===== config.mk =====
export PLATFORM = sky130hd
export DESIGN_NAME = float32_adder
export DESIGN_NICKNAME = d
export VERILOG_FILES = /design/src/hw/rtl/fadd_pkg.sv /design/src/hw/rtl/fadd_align.sv /design/src/hw/rtl/fadd_addlz.sv /design/src/hw/rtl/fadd_round.sv /design/src/hw/rtl/float32_adder.sv
export SDC_FILE = /design/constraint.sdc
export NUM_CORES = 1
export LEC_CHECK = 0
export ABC_AREA = 0
export ABC_CLOCK_PERIOD_IN_PS = 6400
export BUFFER_PORTS_ARGS = -buffer_cell sky130_fd_sc_hd__buf_2
export CORE_MARGIN = 2
export CORE_UTILIZATION = 67
export CTS_CLUSTER_DIAMETER = 40
export CTS_CLUSTER_SIZE = 12
export DETAILED_ROUTE_END_ITERATION = 10
export PLACE_DENSITY = 0.88
export SKIP_LAST_GASP = 1
export SLEW_MARGIN = 30
export SYNTH_ARGS = -nofsm -noshare
export SYNTH_HDL_FRONTEND = slang
export SYNTH_SLANG_ARGS = --single-unit

===== constraint.sdc =====
create_clock -name clk -period 6.4 [get_ports clk]
set_clock_uncertainty 0.2 [all_clocks]
set_input_delay 0.32 -clock clk [delete_from_list [all_inputs] [get_ports clk]]
set_output_delay 0.32 -clock clk [all_outputs]
set_load 0.03 [all_outputs]

===== src/hw/rtl/fadd_pkg.sv =====
`timescale 1ns / 1ps
package fadd_pkg;
    localparam int ExtW = 28;

    typedef struct packed {
        logic        sgn;
        logic        sub;
        logic [7:0]  ebig;
        logic [27:0] big_m;
        logic [27:0] small_m;
    } align_t;

    typedef struct packed {
        logic        sgn;
        logic [7:0]  ebig;
        logic [27:0] raw;
        logic [4:0]  lz;
    } norm_t;
endpackage


===== src/hw/rtl/fadd_align.sv =====
`timescale 1ns / 1ps
module fadd_align (
    input  logic          [31:0] operand_a,
    input  logic          [31:0] operand_b,
    output fadd_pkg::align_t     result
);
    import fadd_pkg::*;

    logic [31:0] big;
    logic [31:0] small_op;
    logic [7:0]  esmall;
    logic [7:0]  diff;
    logic [26:0] sm27;
    logic [26:0] shifted;
    logic [26:0] lost_mask;

    always_comb
    begin
        if (operand_a[30:0] > operand_b[30:0])
        begin
            big      = operand_a;
            small_op = operand_b;
        end
        else
        begin
            big      = operand_b;
            small_op = operand_a;
        end
        esmall         = small_op[30:23];
        result.sgn     = big[31];
        result.sub     = operand_a[31] ^ operand_b[31];
        result.ebig    = big[30:23];
        result.big_m   = {1'b0, 1'b1, big[22:0], 3'b000};
        diff           = big[30:23] - esmall;
        sm27           = {1'b1, small_op[22:0], 3'b000};
        // shift of 27 or 28 keeps only the sticky bit
        shifted        = '0;
        lost_mask      = '1;
        if (diff < 8'd27)
        begin
            shifted   = sm27 >> diff[4:0];
            lost_mask = ~(27'h7ffffff << diff[4:0]);
        end
        if (esmall == 8'd0 || diff > 8'd28)
            result.small_m = '0;
        else if (diff == 8'd0)
            result.small_m = {1'b0, sm27};
        else
            result.small_m = {1'b0, shifted[26:1], shifted[0] | (|(sm27 & lost_mask))};
    end
endmodule


===== src/hw/rtl/fadd_addlz.sv =====
`timescale 1ns / 1ps
module fadd_addlz (
    input  fadd_pkg::align_t op,
    output fadd_pkg::norm_t  result
);
    import fadd_pkg::*;

    logic [27:0] raw;
    logic [4:0]  lz;

    always_comb
    begin
        raw = op.sub ? (op.big_m - op.small_m) : (op.big_m + op.small_m);
        lz  = 5'd28;
        for (int i = 0; i < ExtW; i++)
        begin
            if (raw[i])
                lz = 5'(ExtW - 1 - i);
        end
        result.sgn  = op.sgn;
        result.ebig = op.ebig;
        result.raw  = raw;
        result.lz   = lz;
    end
endmodule


===== src/hw/rtl/fadd_round.sv =====
`timescale 1ns / 1ps
module fadd_round (
    input  fadd_pkg::norm_t op,
    output logic [31:0]     sum_bits
);
    import fadd_pkg::*;

    logic [27:0] norm;
    logic [28:0] rnd;
    logic [4:0]  low5;
    logic [8:0]  e1;
    logic [7:0]  e;
    logic [22:0] mant;
    logic        zero;

    always_comb
    begin
        norm = op.raw << op.lz;
        low5 = norm[4:0];
        if (low5[4:3] == 2'b00 || low5 == 5'h08 || low5[4:3] == 2'b10)
            rnd = {1'b0, norm};
        else
            rnd = {1'b0, norm} + 29'h10;
        e1   = {1'b0, op.ebig} + 9'd1 - {4'd0, op.lz};
        zero = (op.lz > 5'd26) ||
               (op.ebig != 8'hff && ({1'b0, op.ebig} + 9'd1) < {4'd0, op.lz});
        e    = (op.ebig == 8'hff) ? 8'hff : e1[7:0];
        mant = rnd[26:4];
        if (rnd[28])
        begin
            mant = '0;
            if (e != 8'hff)
                e = e + 8'd1;
        end
        sum_bits = zero ? {op.sgn, 31'd0} : {op.sgn, e, mant};
    end
endmodule


===== src/hw/rtl/float32_adder.sv =====
`timescale 1ns / 1ps
// float32_adder: pipelined binary32 adder (non-IEEE exception handling).
// Input channel: in_valid/in_ready with operand_a, operand_b.
// Output channel: out_valid/out_ready with sum_bits.
// Three register stages: operand swap and alignment shift, add/subtract
// with leading-zero count, then normalize, round and pack.
// The result passes through s1_reg, s2_reg and s3_reg in order; out_valid
// is the valid bit of the last stage.
// Throughput is one item per cycle when the receiver takes every result.
// When out_ready is low a waiting result holds; a stage advances only when the
// stage after it is empty or advancing, so nothing is lost or repeated.
// Reset clears all stage valid bits; payload registers are not reset.
module float32_adder (
    input  logic        clk,
    input  logic        rst_n,
    input  logic        in_valid,
    output logic        in_ready,
    input  logic [31:0] operand_a,
    input  logic [31:0] operand_b,
    output logic        out_valid,
    input  logic        out_ready,
    output logic [31:0] sum_bits
);
    import fadd_pkg::*;

    align_t      s1_next, s1_reg;
    norm_t       s2_next, s2_reg;
    logic [31:0] s3_next, s3_reg;
    logic        v1_reg, v2_reg, v3_reg;
    logic        adv1, adv2, adv3;

    fadd_align u_align (.operand_a(operand_a), .operand_b(operand_b), .result(s1_next));
    fadd_addlz u_addlz (.op(s1_reg), .result(s2_next));
    fadd_round u_round (.op(s2_reg), .sum_bits(s3_next));

    // backpressure chain
    assign adv3     = !v3_reg || out_ready;
    assign adv2     = !v2_reg || adv3;
    assign adv1     = !v1_reg || adv2;
    assign in_ready = adv1;

    always_ff @(posedge clk or negedge rst_n)
    begin
        if (!rst_n)
        begin
            v1_reg <= 1'b0;
            v2_reg <= 1'b0;
            v3_reg <= 1'b0;
        end
        else
        begin
            if (adv1) v1_reg <= in_valid;
            if (adv2) v2_reg <= v1_reg;
            if (adv3) v3_reg <= v2_reg;
        end
    end

    always_ff @(posedge clk)
    begin
        if (adv1) s1_reg <= s1_next;
        if (adv2) s2_reg <= s2_next;
        if (adv3) s3_reg <= s3_next;
    end

    assign out_valid = v3_reg;
    assign sum_bits  = s3_reg;
endmodule

### Word-level counts from Yosys, hierarchy flattened

Index checks and enable logic that the tools add are counted.

| word-level totals | value |
|---|---|
| word-level logic and storage cells | 105 |
| register bits | 138 |
| input bits | 68 |

| cells by class | value |
|---|---|
| equal/unequal tests | 5 |
| reduce and logical (&&, ||, !) cells | 22 |
| bitwise operators | 5 |
| multiplexer cells | 37 |
| shift-type cells | 3 |
| $lt $le $gt $ge | 5 |
| add/sub/neg operators | 7 |

Operator list:

| kind | number |
|---|---|
| 27-bit 2-to-1 mux | 3 |
| 4-bit 2-to-1 mux | 16 |
| 32-bit 2-to-1 mux | 1 |
| 31-bit > comparator | 1 |
| 31-bit 2-to-1 mux | 1 |
| 28-bit by 5-bit adder with 29-bit output, second input constant | 1 |
| 29-bit 2-to-1 mux | 1 |
| 27-bit by 28-bit adder with 28-bit output | 1 |
| 28-bit 2-to-1 mux | 1 |
| 28-bit by 5-bit left shift with 28-bit output | 1 |
| 27-bit by 28-bit subtractor with 28-bit output | 1 |
| 27-bit AND | 1 |
| 27-bit inverter | 1 |
| 27-bit OR reduction | 1 |
| 27-bit by 5-bit left shift with 27-bit output, first input constant | 1 |
| 27-bit by 5-bit right shift with 27-bit output | 1 |
| 3-bit 2-to-1 mux | 8 |
| 8-bit 2-to-1 mux | 3 |
| 8-bit logical NOT | 2 |
| 8-bit inequality test, second input constant | 2 |
| 16-bit OR reduction | 1 |
| 8-bit by 1-bit adder with 9-bit output, second input constant | 1 |
| 9-bit by 5-bit less-than comparator with 1-bit output | 1 |
| 8-bit by 1-bit adder with 8-bit output, second input constant | 1 |
| other kinds (21) | 32 |

### Logic depth before layout (Yosys ltp)

| logic depth | value |
|---|---|
| word-level depth | 29 |
| depth in mapped cells | 25 |

### Modules after synthesis

A second synthesis with hierarchy kept.

| second synthesis, totals | value |
|---|---|
| cell total of the unflattened synthesis | 1595 |
| area total of the unflattened synthesis | 14689.1 um^2 |

By module, submodules not included:

| module | cells an instance | instances | area an instance (um^2) |
|---|---|---|---|
| float32_adder | 150 | 1 | 4330.4 |
| fadd_align | 630 | 1 | 4274.1 |
| fadd_round | 410 | 1 | 3407.0 |
| fadd_addlz | 405 | 1 | 2677.6 |

### Worst setup path before layout

No wires, ideal clock.

| timing | value |
|---|---|
| path kind | input port to flip-flop |
| from | input port operand_b[27] |
| to | register s1_reg[0] (netlist bit), data pin |
| required time | 5.917 ns |
| buffers on the path | 5 |
| stages | 21 |
| setup slack | 0.571 ns |
| arrival time | 5.346 ns |
| path through | inv_1 -> ha_1 -> buf_6 -> and3_4 -> a311o_1 -> a2111oi_4 -> nand4_1 -> nand2_1 -> buf_4 -> buf_2 -> buf_2 -> nor2_1 -> a22oi_1 -> ha_1 -> clkbuf_1 -> mux4_2 -> mux2_2 -> a221o_1 -> a2111o_1 -> a2111oi_2 -> a221oi_1 |

| between the ends | value |
|---|---|
| word-level cells in the longest chain between the ends | 9 |

Ends and longest elaborated chain:

| item | line | text |
|---|---|---|
| start: declaration | float32_adder.sv:19 | `input logic [31:0] operand_b,` |
| 31-bit > comparator | fadd_align.sv:19 | `if (operand_a[30:0] > operand_b[30:0])` |
| 32-bit 2-to-1 mux or 31-bit 2-to-1 mux (tied branches) | fadd_align.sv:19 |  |
| 8-bit subtractor | fadd_align.sv:34 | `diff = big[30:23] - esmall;` |
| 27-bit by 5-bit left shift with 27-bit output | fadd_align.sv:42 | `lost_mask = ~(27'h7ffffff << diff[4:0]);` |
| 27-bit inverter | fadd_align.sv:42 |  |
| 27-bit 2-to-1 mux | fadd_align.sv:39 | `if (diff < 8'd27)` |
| 27-bit AND | fadd_align.sv:49 | `result.small_m = {1'b0, shifted[26:1], shifted[0] \| (\|(sm27 & lost_mask))};` |
| 27-bit OR reduction | fadd_align.sv:49 |  |
| 1-bit OR | fadd_align.sv:49 |  |
| end signal: assignment | float32_adder.sv:60 | `if (adv1) s1_reg <= s1_next;` |
| end: declaration | float32_adder.sv:26 | `align_t s1_next, s1_reg;` |

Several ways; a longest one is shown, not always the timed one.
A chain may end at the register's enable or synchronous reset.

### Worst setup path in the final report

| timing | value |
|---|---|
| from | input port operand_b[27] |
| to | register s1_reg[23] (netlist bit), data pin |

| between the ends | value |
|---|---|
| word-level cells in the longest chain between the ends | 6 |

Ends and longest elaborated chain:

| item | line | text |
|---|---|---|
| 31-bit > comparator | fadd_align.sv:19 |  |
| 32-bit 2-to-1 mux or 31-bit 2-to-1 mux (tied branches) | fadd_align.sv:19 |  |
| 8-bit subtractor | fadd_align.sv:34 |  |
| 8-bit by 5-bit less-than comparator with 1-bit output or 27-bit by 5-bit right shift with 27-bit output (tied branches) | fadd_align.sv:39, fadd_align.sv:41 |  |
| 27-bit 2-to-1 mux | fadd_align.sv:39 |  |
| 27-bit 2-to-1 mux | fadd_align.sv:46 | `else if (diff == 8'd0)` |

Several ways; a longest one is shown, not always the timed one.

==> reports/qor.txt <==
STA
----------------------------------------------------------------------------------------
Min Clock Period, post-route                                                    5.486 ns
Worst relative slew slack                                                         0.3204
Fin crit share                                                                    0.8572
Highest achievable clock rate                                                  182.3 MHz
Worst Tran Pin Value                                                            1.018 ns
Setup Total Neg Slack                                                               0 ns
Setup repair after global routing missed its margin                                false
Final-report max-slew violation count                                                  0
Final hold violation count                                                             0
Setup violations, final                                                                0

POWER
----------------------------------------------------------------------------------------
Share of power burned in combinational logic                                       0.570
Cell Pwr Density                                                            413.9 mW/mm^2
NetSw                                                                           2.726 mW
Total internal power                                                            3.470 mW
Sw frac                                                                           0.4400
Max VDD drop                                                                 0.0001835 V
Register share of total power                                                      0.253
Clock network fraction of design power                                             0.177
Pleak                                                                           6.153 nW
Final total power                                                               6.196 mW

WORST SETUP PATH
----------------------------------------------------------------------------------------
Maximum fanout along the worst path                                                   14
Critical path data arrival time                                                  5.52 ns
Path depth of the worst reg2reg path                                                  12
Worst setup path startpoint                                                 operand_b[27]
Critical Path Sink                                                            s1_reg[23]
CP endpoint kind                                                                    flop
Terminus of the critical flop-to-flop path                                   sum_bits[7]
Crit start category                                                            input pin
Crit path kind                                                              input pin to flop
Origin of the critical flop-to-flop path                                       s2_reg[2]
Required @ worst endpoint                                                        6.44 ns
Slack of the worst reg-to-reg path                                               1.69 ns

GRT
----------------------------------------------------------------------------------------
Global-route track usage on met2                                                  0.6087
Wire length of the first global-routing pass                                61890 microns
Antenna violations before repair                                                       0
Final global-route overflow total                                                      0
Fraction of met3 tracks used by global routing                                   0.04719
GR met1 Demand/Resource                                                           0.4654
Total routing resource utilization after global routing                           0.3621
Busiest layer in global routing                                                     met2
Maximum number of pins on one net before global-route repair                          63
Vias in the first global route                                                     11940

FLOORPLANNING
----------------------------------------------------------------------------------------
Effective utilization at floorplan                                                0.6765
Die width                                                                   146.2 microns
Die Outline Area                                                            0.02139 sq mm
Number of standard-cell rows in the floorplan                                         52
Floorplan core area                                                         0.02004 sq mm
Die outline height                                                          146.2 microns
I/O pin count                                                                        102

ROUTING
----------------------------------------------------------------------------------------
Number of search-and-repair iterations in the first detailed-routing pass              6
Detailed Route Iter0 Violations                                                     1681
Count of antenna-violating nets left after detailed routing                            0
Wirelength per Cell                                                         20.86 microns
Vias after detailed routing                                                        12680
Post-DR vias/cell                                                                  6.837
Post-detailed-route DRC marker count                                                   0
Routed wire length                                                          38690 microns

MIN PATH
----------------------------------------------------------------------------------------
Worst min-delay path category                                               input pin to flop
Cells on Worst Hold Path                                                               2

LOGIC SYNTHESIS
----------------------------------------------------------------------------------------
Nets in the synthesized netlist                                                     1658
EDFF count, synth                                                                    134
Post-synthesis cell count                                                           1500
Number of library cell types mapped by synthesis                                      87
Most common flop cell mapped by yosys                                       sky130_fd_sc_hd__edfxtp_1
Post-synthesis sequential area ratio                                              0.3024
Ranking of synthesized cells by area                                        sky130_fd_sc_hd__edfxtp_1, sky130_fd_sc_hd__mux4_2, sky130_fd_sc_hd__ha_1
Synthesized cell area                                                       0.01356 sq mm
Fraction of registers with async set/reset                                       0.02190
Flip-flop and latch count after synthesis                                            137
Number of warnings issued by yosys                                                     0
Portion of synthesized cell area occupied by the leading cell type                0.2968
Synth Area per Inst                                                          9.038 sq um
Biggest area consumer among synthesized cells                               sky130_fd_sc_hd__edfxtp_1

CLOCKING
----------------------------------------------------------------------------------------
Post-cts gate resize count                                                             0
Maximum clock insertion buffer count                                                   2
Clock latency at the later pin of the worst-skew pair                            0.43 ns
Clock tree sinks                                                                     137
CTS tree                                                                            done
Clock slew at the register clock pins of the worst setup and hold paths          0.06 ns
Number of H-tree levels                                                                4
Clock buffer count from CTS                                                           17
Root buf cell                                                               sky130_fd_sc_hd__clkbuf_16

PLACEMENT
----------------------------------------------------------------------------------------
Number of buffers inserted by port buffering                                         101
Placement Cell Area                                                         0.01425 sq mm
Detailed placement HPWL                                                     29780 microns
Final weighted congestion in routability-driven placement                          1.079

FINISH
----------------------------------------------------------------------------------------
P&R area growth vs syn                                                            10.41%
Net total in the final layout                                                       1730
Antenna fix cells                                                                      0
Flip-flop count of the largest register, all copies and words added                   60
Cell area after layout                                                      0.01497 sq mm
Fraction of final layout cells with drive strength greater than 1                 0.1621

FLOW RUN
----------------------------------------------------------------------------------------
# Max-Cap Violations                                                                   0

STATUS
----------------------------------------------------------------------------------------
Status                                                                      finished clean

-- routing by layer --
| metal | wire (microns) | share of wire |
|---|---|---|
| met1 | 14830 | 0.38 |
| met2 | 18640 | 0.48 |
| met3 | 3229 | 0.083 |
| met4 | 1997 | 0.052 |
| met5 | 0 | 0 |
-- through the flow --
stage / cells / setup WS [ns] / hold WS (ns) / utilization
global placement: 1817 / 0.7301 / -0.08310 / 0.7108
global route: 1855 / 0.4023 / 0.05076 / 0.7469
floorplan: 1500 / 0.5713 / -0.1756 / -
CTS: 1855 / 1.050 / 0.04299 / 0.7469
detailed placement: 1818 / 0.6213 / -0.08150 / 0.7114
finish: 1855 / 0.9137 / 0.05135 / 0.7469
-- logic make-up after synthesis --
family                     share of synthesized area
AOI/OAI and AO/OA                             0.2041
xor gates and xnor gates                     0.04006
adders and majority gates                    0.08491
buffers and inverters                        0.05556
DFF                                           0.3024
muxes                                         0.1404
and+or+nand+nor                               0.1727
-- worst min-delay path by stage --
stage                              from    endpoint  slack [ns]
after detailed placement          rst_n      v1_reg       -0.08
final                     operand_b[31]  s1_reg[64]        0.05
after CTS                 operand_b[31]  s1_reg[64]        0.04
after global placement            rst_n   out_valid       -0.08
after floorplan                   rst_n   out_valid       -0.18
after global routing      operand_b[31]  s1_reg[64]        0.05
-- Yosys cell counts (all sizes together) (15+ instances only) --
library cell	number
nor4	22
a31oi	18
o22ai	15
mux2i	63
o21ai	96
a211oi	16
a21oi	94
edfxtp	134
clkbuf	45
nor2	136
nand4	16
xor2	21
nor2b	22
buf	33
ha	88
a21o	20
mux4	50
nand2	146
nor3	37
nand3	38
xnor2	41
inv	106
and3	16
-- power groups by stage --
stage	clock, mW	sequential [mW]	combinational (mW)
floorplan	0	1.70	2.44
global placement	0	1.57	3.32
detailed placement	0	1.58	3.43
CTS	1.10	1.56	3.46
global route	1.14	1.60	3.81
finish	1.10	1.57	3.53
-- placed cells by master (no fill, tap or decap), types with 6 or more instances in the layout --
cell type	count
sky130_fd_sc_hd__a211oi_1	16
sky130_fd_sc_hd__a21boi_0	7
sky130_fd_sc_hd__a21o_1	20
sky130_fd_sc_hd__a21oi_1	94
sky130_fd_sc_hd__a221oi_1	6
sky130_fd_sc_hd__a22oi_1	8
sky130_fd_sc_hd__a311oi_1	8
sky130_fd_sc_hd__a31oi_1	17
sky130_fd_sc_hd__and2_1	6
sky130_fd_sc_hd__and3_1	15
sky130_fd_sc_hd__buf_2	101
sky130_fd_sc_hd__buf_4	24
sky130_fd_sc_hd__clkbuf_16	17
sky130_fd_sc_hd__edfxtp_1	134
sky130_fd_sc_hd__ha_1	88
sky130_fd_sc_hd__inv_1	102
sky130_fd_sc_hd__mux2_2	13
sky130_fd_sc_hd__mux2i_1	63
sky130_fd_sc_hd__mux4_2	50
sky130_fd_sc_hd__nand2_1	145
sky130_fd_sc_hd__nand2b_1	12
sky130_fd_sc_hd__nand3_1	38
sky130_fd_sc_hd__nand4_1	16
sky130_fd_sc_hd__nor2_1	135
sky130_fd_sc_hd__nor2b_1	22
sky130_fd_sc_hd__nor3_1	36
sky130_fd_sc_hd__nor4_1	19
sky130_fd_sc_hd__o211ai_1	13
sky130_fd_sc_hd__o21ai_0	93
sky130_fd_sc_hd__o21bai_1	9
sky130_fd_sc_hd__o22ai_1	15
sky130_fd_sc_hd__o31a_1	6
sky130_fd_sc_hd__o31ai_1	14
sky130_fd_sc_hd__or2_2	6
sky130_fd_sc_hd__or3_1	8
sky130_fd_sc_hd__or4_1	6
sky130_fd_sc_hd__xnor2_1	41
sky130_fd_sc_hd__xor2_1	21
-- critical path, cell delays in order --
cell and delay [ns]:
sky130_fd_sc_hd__buf_2 0.09, sky130_fd_sc_hd__inv_1 0.06, sky130_fd_sc_hd__ha_1 0.48, sky130_fd_sc_hd__nand4_1 0.28, sky130_fd_sc_hd__a31oi_1 0.31, sky130_fd_sc_hd__a2111oi_1 0.13
sky130_fd_sc_hd__nor2_1 0.49, sky130_fd_sc_hd__nand2_2 0.21, sky130_fd_sc_hd__nor2_1 0.13, sky130_fd_sc_hd__a22oi_1 0.10, sky130_fd_sc_hd__ha_1 0.25, sky130_fd_sc_hd__and2_1 0.20
sky130_fd_sc_hd__o21ai_0 0.33, sky130_fd_sc_hd__o21ai_0 0.15, sky130_fd_sc_hd__mux2i_1 0.31, sky130_fd_sc_hd__xnor2_1 0.17, sky130_fd_sc_hd__nor4_2 0.64, sky130_fd_sc_hd__nand2_1 0.51
sky130_fd_sc_hd__nor4_1 0.38
-- area by class of cell --
class / count / area (sq um)
well taps: 270 / 337.8
clock buffers: 18 / 429.2
flip-flops and latches: 137 / 4099
clock inverters: 14 / 234.0
multi-input cells: 1178 / 8720
fillers: 1460 / 5071
inverters: 107 / 401.6
repair buffers: 131 / 747.0
-- timing repair --
| item | 4_1_cts | 5_1_grt |
|---|---|---|
| endpoints found under the hold margin | 5 | 0 |
| hold buffers | 5 | 0 |
| setup buffers | 0 | 0 |
Power figures use the tool's default switching activity.
